==> src/tcw_pkg.sv <==
// ============================================================================
// tcw_pkg - shared types and constants of the text console writer
// Opcodes, beat payload structs and the default geometry of the screen.
// ============================================================================
package tcw_pkg;

    // Default screen geometry
    localparam int COLUMNS_DEFAULT = 80;
    localparam int ROWS_DEFAULT    = 25;

    // Character code that moves the cursor to the next row
    localparam logic [7:0] NEWLINE_CODE = 8'd10;

    // Reset value of the default attribute register
    localparam logic [7:0] DEFAULT_ATTR_RESET = 8'd15;

    // Width of the reported cursor cell index
    localparam int CURSOR_W = 11;

    typedef enum logic [1:0] {
        OP_PUT   = 2'd0,
        OP_CLEAR = 2'd1,
        OP_READ  = 2'd2,
        OP_NOP   = 2'd3
    } t_opcode;

    // One input beat
    typedef struct packed {
        t_opcode     opcode;
        logic [7:0]  char_code;
        logic [7:0]  attribute;
        logic        use_cursor;
        logic [4:0]  row;
        logic [6:0]  col;
    } t_item;

    // One result beat
    typedef struct packed {
        logic [CURSOR_W-1:0] cursor_cell;
        logic                scrolled;
        logic [7:0]          read_char;
        logic [7:0]          read_attribute;
    } t_result;

endpackage

==> src/tcw_ctrl.sv <==
// ============================================================================
// tcw_ctrl - sequencer of the text console writer
// Runs put, read, clear and scroll against the cell store and keeps the cursor.
// ============================================================================
module tcw_ctrl #(
    parameter int COLUMNS = tcw_pkg::COLUMNS_DEFAULT,
    parameter int ROWS    = tcw_pkg::ROWS_DEFAULT,
    parameter int CELLS   = ROWS * COLUMNS,
    parameter int AW      = $clog2(CELLS)
) (
    input  logic             i_clk,
    input  logic             i_rst_n,
    input  logic             i_cfg_wr_en,
    input  logic [7:0]       i_cfg_wr_data,
    input  logic             i_in_valid,
    output logic             o_in_ready,
    input  tcw_pkg::t_item   i_item,
    output logic             o_res_valid,
    input  logic             i_res_ready,
    output tcw_pkg::t_result o_res,
    output logic             o_mem_we,
    output logic [AW-1:0]    o_mem_waddr,
    output logic [15:0]      o_mem_wdata,
    output logic [AW-1:0]    o_mem_raddr,
    input  logic [15:0]      i_mem_rdata
);
    import tcw_pkg::*;

    localparam int CW  = $clog2(CELLS + 1);
    localparam int RW  = $clog2(ROWS);
    localparam int CLW = (COLUMNS > 1) ? $clog2(COLUMNS) : 1;

    localparam logic [AW-1:0]  LAST_ROW  = AW'(CELLS - COLUMNS);
    localparam logic [AW-1:0]  LAST_CELL = AW'(CELLS - 1);
    localparam logic [CW-1:0]  CELLS_C   = CW'(CELLS);
    localparam logic [CW-1:0]  COLS_C    = CW'(COLUMNS);
    localparam logic [CLW:0]   COLS_X    = (CLW + 1)'(COLUMNS);
    localparam logic [AW-1:0]  COLS_A    = AW'(COLUMNS);

    typedef enum logic [2:0] {
        S_IDLE,
        S_EXEC,
        S_RDWAIT,
        S_COPY,
        S_FILL,
        S_DONE
    } t_state;

    t_state         r_state;
    t_item          r_item;
    logic [RW-1:0]  r_row_sat;
    logic [CLW-1:0] r_col_sat;
    logic [AW-1:0]  r_cur;
    logic [CLW-1:0] r_cur_col;
    logic [7:0]     r_def_attr;
    logic [CW-1:0]  r_src;
    logic [AW-1:0]  r_dst;
    logic           r_cp_v;
    logic [AW-1:0]  r_fill;
    logic           r_fill_report;
    t_result        r_res;

    logic           in_accept;
    logic [7:0]     row_ext;
    logic [8:0]     col_ext;
    logic [RW-1:0]  row_sat;
    logic [CLW-1:0] col_sat;
    logic [AW-1:0]  pos_grid;
    logic [AW-1:0]  pos;
    logic [CLW-1:0] pos_col;
    logic           is_nl;
    logic [CW-1:0]  next_cell;
    logic [CLW:0]   col_inc;
    logic           scroll;
    logic [AW-1:0]  n_cur;
    logic [CLW-1:0] n_col;
    logic [7:0]     attr_eff;

    // Take a beat when idle, or when the finished result leaves this cycle
    assign o_in_ready  = (r_state == S_IDLE) || ((r_state == S_DONE) && i_res_ready);
    assign in_accept   = o_in_ready && i_in_valid;
    assign o_res_valid = (r_state == S_DONE);
    assign o_res       = r_res;

    // Saturate row and column of the incoming beat
    assign row_ext = {3'b000, i_item.row};
    assign col_ext = {2'b00, i_item.col};
    assign row_sat = (row_ext >= 8'(ROWS))    ? RW'(ROWS - 1)     : RW'(i_item.row);
    assign col_sat = (col_ext >= 9'(COLUMNS)) ? CLW'(COLUMNS - 1) : CLW'(i_item.col);

    // Target cell and cursor advance of a put
    assign pos_grid = AW'(r_row_sat) * COLS_A + AW'(r_col_sat);
    assign pos      = r_item.use_cursor ? r_cur : pos_grid;
    assign pos_col  = r_item.use_cursor ? r_cur_col : r_col_sat;
    assign is_nl    = (r_item.char_code == NEWLINE_CODE);
    assign next_cell = is_nl ? (CW'(pos) + COLS_C - CW'(pos_col)) : (CW'(pos) + CW'(1));
    assign col_inc  = {1'b0, pos_col} + (CLW + 1)'(1);
    assign scroll   = (next_cell >= CELLS_C);
    assign n_cur    = scroll ? LAST_ROW : AW'(next_cell);
    assign n_col    = (scroll || is_nl || (col_inc == COLS_X)) ? '0 : col_inc[CLW-1:0];
    assign attr_eff = (r_item.attribute == 8'd0) ? r_def_attr : r_item.attribute;

    // Steer the memory ports by phase; a read addresses row and column, but the row shift reads its source pointer
    always_comb begin
        o_mem_we    = 1'b0;
        o_mem_waddr = pos;
        o_mem_wdata = {attr_eff, r_item.char_code};
        o_mem_raddr = pos_grid;
        case (r_state)
            S_EXEC: begin
                o_mem_we = (r_item.opcode == OP_PUT) && !is_nl;
            end
            S_COPY: begin
                o_mem_we    = r_cp_v;
                o_mem_waddr = r_dst;
                o_mem_wdata = i_mem_rdata;
                o_mem_raddr = r_src[AW-1:0];
            end
            S_FILL: begin
                o_mem_we    = 1'b1;
                o_mem_waddr = r_fill;
                o_mem_wdata = '0;
            end
            default: begin
            end
        endcase
    end

    // Sequencer: hold state, cursor and the result beat
    always_ff @(posedge i_clk) begin
        if (!i_rst_n) begin
            r_state       <= S_FILL;
            r_fill        <= '0;
            r_fill_report <= 1'b0;
            r_cur         <= '0;
            r_cur_col     <= '0;
            r_def_attr    <= DEFAULT_ATTR_RESET;
            r_cp_v        <= 1'b0;
        end else begin
            if (i_cfg_wr_en) begin
                r_def_attr <= i_cfg_wr_data;
            end
            r_cp_v <= 1'b0;
            if (in_accept) begin
                r_item    <= i_item;
                r_row_sat <= row_sat;
                r_col_sat <= col_sat;
            end
            case (r_state)
                S_IDLE: begin
                    if (i_in_valid) begin
                        r_state <= S_EXEC;
                    end
                end
                S_EXEC: begin
                    r_res.cursor_cell    <= CURSOR_W'(r_cur);
                    r_res.scrolled       <= 1'b0;
                    r_res.read_char      <= '0;
                    r_res.read_attribute <= '0;
                    r_state              <= S_DONE;
                    case (r_item.opcode)
                        OP_PUT: begin
                            r_cur             <= n_cur;
                            r_cur_col         <= n_col;
                            r_res.cursor_cell <= CURSOR_W'(n_cur);
                            r_res.scrolled    <= scroll;
                            if (scroll) begin
                                r_src   <= COLS_C;
                                r_state <= S_COPY;
                            end
                        end
                        OP_CLEAR: begin
                            r_cur             <= '0;
                            r_cur_col         <= '0;
                            r_res.cursor_cell <= '0;
                            r_fill            <= '0;
                            r_fill_report     <= 1'b1;
                            r_state           <= S_FILL;
                        end
                        OP_READ: begin
                            r_state <= S_RDWAIT;
                        end
                        default: begin
                        end
                    endcase
                end
                S_RDWAIT: begin
                    r_res.read_char      <= i_mem_rdata[7:0];
                    r_res.read_attribute <= i_mem_rdata[15:8];
                    r_state              <= S_DONE;
                end
                // Shift rows up: read one row ahead, write back in the following cycle
                S_COPY: begin
                    if (r_src == CELLS_C) begin
                        r_fill        <= LAST_ROW;
                        r_fill_report <= 1'b1;
                        r_state       <= S_FILL;
                    end else begin
                        r_src  <= r_src + CW'(1);
                        r_dst  <= AW'(r_src - COLS_C);
                        r_cp_v <= 1'b1;
                    end
                end
                // Zero cells up to the end of the store
                S_FILL: begin
                    r_fill <= r_fill + AW'(1);
                    if (r_fill == LAST_CELL) begin
                        r_state <= r_fill_report ? S_DONE : S_IDLE;
                    end
                end
                S_DONE: begin
                    if (i_res_ready) begin
                        r_state <= i_in_valid ? S_EXEC : S_IDLE;
                    end
                end
                default: begin
                    r_state <= S_IDLE;
                end
            endcase
        end
    end

`ifndef SYNTHESIS
    // Cursor stays inside the screen
    a_cursor_range: assert property (@(posedge i_clk) disable iff (!i_rst_n)
        (r_cur <= LAST_CELL) && (CW'(r_cur_col) < COLS_C))
    else $error("cursor outside the screen");

    // A scrolled result leaves the cursor at the start of the last row
    a_scroll_cursor: assert property (@(posedge i_clk) disable iff (!i_rst_n)
        (o_res_valid && r_res.scrolled) |-> (r_cur == LAST_ROW) && (r_cur_col == '0))
    else $error("cursor not at last row after scroll");

    // The row shift hands over to zeroing of the last row
    a_copy_to_fill: assert property (@(posedge i_clk) disable iff (!i_rst_n)
        ((r_state == S_COPY) && (r_src == CELLS_C)) |=>
            ((r_state == S_FILL) && (r_fill == LAST_ROW)))
    else $error("row shift did not hand over to last row clear");

    // Copy writes always land one row and one cell before the read pointer
    a_copy_order: assert property (@(posedge i_clk) disable iff (!i_rst_n)
        ((r_state == S_COPY) && r_cp_v) |-> (CW'(r_dst) + COLS_C + CW'(1) == r_src))
    else $error("copy write out of step with read");
`endif
endmodule

==> config.mk <==
export PLATFORM = sky130hd
export DESIGN_NAME = tcw_ctrl
export DESIGN_NICKNAME = d
export VERILOG_FILES = /design/src/tcw_pkg.sv /design/src/tcw_ctrl.sv
export SDC_FILE = /design/constraint.sdc
export NUM_CORES = 1
export LEC_CHECK = 0
export BUFFER_PORTS_ARGS = -buffer_cell sky130_fd_sc_hd__buf_4
export CAP_MARGIN = 20
export CORE_UTILIZATION = 30
export CTS_CLUSTER_SIZE = 10
export DETAILED_ROUTE_END_ITERATION = 10
export PLACE_DENSITY = 0.51
export SLEW_MARGIN = 20
export SYNTH_ARGS = -nofsm -noshare
export SYNTH_HDL_FRONTEND = slang
export SYNTH_SLANG_ARGS = --single-unit
==> constraint.sdc <==
create_clock -name i_clk -period 4.6 [get_ports i_clk]
set_input_delay 1.38 -clock i_clk [delete_from_list [all_inputs] [get_ports i_clk]]
set_output_delay 1.38 -clock i_clk [all_outputs]
set_load 0.05 [all_outputs]
==> metrics <==
initial detailed-routing violation count approximately 360; R2R Path Start r_row_sat[3]; Initial Util 0.305; number of distinct library cells after synthesis a little under 70; clock net sink count 123; ANT cells 0; Max VDD drop roughly 0.21 mV; Setup crit end o_mem_waddr[10]; Critical Path End Type output port; Pre-Repair DR Iteration Count 4; Post-Place Setup Slack ~0.15 ns; worst-path maximum fanout 4; final setup TNS 0 ns; outcome finished, final reports clean; WL/cell about 17 um; max-cap viol count 0; share of the synthesized area in the top cell type 0.341; YS warnings 0; routed via count roughly 5800; Inserted Clock Buffers 17; number of global-route vias before repair about 5700; Worst EP arrival 3.10 ns; xor-xnor portion of the synthesized cell area 0.0496; fmax around 220 MHz; CTS root buf clkbuf_16; H-tree levels 4; top cells by area, synth edfxtp_1, dfxtp_1, ha_1; Pleak approximately 3.8 nW; Final HPWL DP approximately 15 mm; CP Launch Type flip-flop; hold_buf cts 0; hold path start r_cur_col[0]; leading area contributor after synthesis edfxtp_1; Seq/Total Area, Yosys 0.459; Area Overhead vs Synth 29.8%; placed cell area around 8600 sq um; Min Hold Slack 0.475 ns; FF-to-FF End o_res[19]; adder-cell share of the synthesized area 0.0768; mux cell area share after synthesis 0.0265; global route overflow 0; Die Y between 150 and 200 um; most common cell after layout, fill and taps aside buf_4; Power per Cell Area 288 nW/um^2; aggregate routed wire length 20.3 mm; Synth Instances about 710; number of hold violations in the final report 0; final slew viol count 0; Critical Path RT between 3 and 4 ns; Synth Area in Simple Gates 0.173; Rows 56; final net count 952; fin crit period ~4.5 ns; layout cells sized above 1 0.257; Synth Net Count 813; clock tree from TritonCTS yes; compound-gate portion of the synthesized area 0.171; largest family of logic cells by synthesized area simple AND/OR/NAND/NOR gates; IO Count between 100 and 150; critical path class flip-flop to output port; synthesized area per cell 10.0 sq um; Final WS setup 0.123 ns; fillers about 2400; die width around 160 um; Clock Latency Late Sink around 0.42 ns; ys flop type edfxtp_1; Syn Std Cell Area just over 7000 sq um; clock skew roughly 0.011 ns; crit path launch r_row_sat[3]; PortBufs 128; initial antenna violation count 0; Slowest cell on crit path fa_2; DRC viols 0; synthesized flop and latch total around 120; Via density 4.90; final setup fails 0; first-pass GRT wire length 31.3 mm; Final period util 0.973; Reg clk slew, reported paths approximately 0.06 ns; async set-reset flop share out of synthesis 0; Slew HR 0.323; GRT Overall Usage 0.169; commonest cells after routing, fill and taps aside buf_4, edfxtp_1, nor2_1; full die area roughly 24000 sq um; Final Cell Area roughly 9000 sq um; number of flops mapped to enable cells by yosys a little over 80; critical path cell sequence ha_4 -> ha_4 -> fa_2 -> nand2_2 -> nor3_2 -> xnor3_2 -> o21a_1 -> nand2_1 -> nand2_1 -> buf_6; Least-Margin Pin Slew approximately 1 ns; core box area 23400 sq um; Worst Reg-to-Reg Cells 16; worst reg-to-reg setup slack between 0.15 and 0.2 ns; max incr delay on CP approximately 0.63 ns; Hold WC Path Type flip-flop to flip-flop; Max Root-Sink Buffers 2; largest net degree at the start of global routing 36; Final GP Congestion ~0.86; Post-DRT Antenna Nets 0
critical path: cells and delay by family, from the launching register on:
family	cells	cell delay [ns]
buf+inv	1	0.15
flops	1	0.44
xor+xnor	1	0.36
compound gates	1	0.25
simple gates	4	0.41
fa+ha+maj	3	1.06
routing by layer:
metal	up-vias	GRT usage	wire, um
met5	-	0	0
met1	2727	0.240	10200
li1	2883	-	-
met4	0	0.0584	366
met2	159	0.258	8750
met3	22	0.0280	983
flip-flops by register name, summed over array words and instances, names as in the netlist:
name,count
r_item,19
r_fill,11
r_dst,11
r_fill_report,1
r_def_attr,8
r_col_sat,7
r_cur_col,7
r_cur,11
r_state,3
r_row_sat,5
r_cp_v,1
o_res,28
r_src,11
metrics by stage:
step	util	power, W	cells
finish	0.396	0.00267	1182
global route	0.396	0.00275	1182
CTS	0.392	0.00270	1181
detailed placement	0.366	0.00129	1149
global placement	0.366	0.00129	1149
floorplan	-	0.00123	711
cell usage after synthesis (11+ instances only):
library cell and n:
edfxtp_1 81, dfxtp_1 42, nand2b_1 11, mux2i_1 13
clkbuf_1 26, o21ai_0 41, a32o_1 18, a22o_1 18
xor2_1 22, nand3_1 18, nand2_1 63, nor2_1 64
xnor2_1 14, inv_1 37, and2_1 21, ha_1 39
a21oi_1 36
where the power goes:
group	switching, W	internal [W]	total (W)
Combinational	0.0000373	0.0000471	0.0000844
Clock	0.000543	0.000864	0.00141
Sequential	0.00000562	0.00117	0.00118
Total	0.000586	0.00209	0.00267
layout make-up:
class	instances	area [sq um]	share of cell area
Inverter	39	146	0.0158
Clock inverter	14	186	0.0201
Tap cell	319	399	0.0431
Clock buffer	18	429	0.0463
Timing Repair Buffer	156	1200	0.130
Multi-Input combinational cell	513	3630	0.392
Sequential cell	123	3270	0.353
kinds of logic (layout without fill, tap and decap cells):
group / after synthesis / count (layout)
adder cells (fa/ha/maj): 42 / 42
multiplexers: 18 / 18
buffers and inverters: 75 / 227
AO/OA/AOI/OAI: 173 / 173
AND/OR/NAND/NOR: 242 / 242
flip-flops: 123 / 123
XOR/XNOR: 38 / 38
how the worst min path moves through the flow:
stage / end / slack (ns) / cells past startpoint
2_1_floorplan: r_dst[2] / 0.42 / 0
3_3_place_gp: r_cur_col[0] / 0.45 / 1
3_5_place_dp: r_cur_col[0] / 0.46 / 1
4_1_cts: r_cur_col[0] / 0.48 / 1
5_1_grt: r_cur_col[3] / 0.50 / 1
6_report: r_cur_col[0] / 0.47 / 1
what timing repair did:
| action | 4_1_cts | 5_1_grt |
|---|---|---|
| setup endpoints to repair | 0 | 31 |
| gates resized for setup | 0 | 13 |
| setup buffers | 0 | 1 |
(Power assumes the default switching activity.)
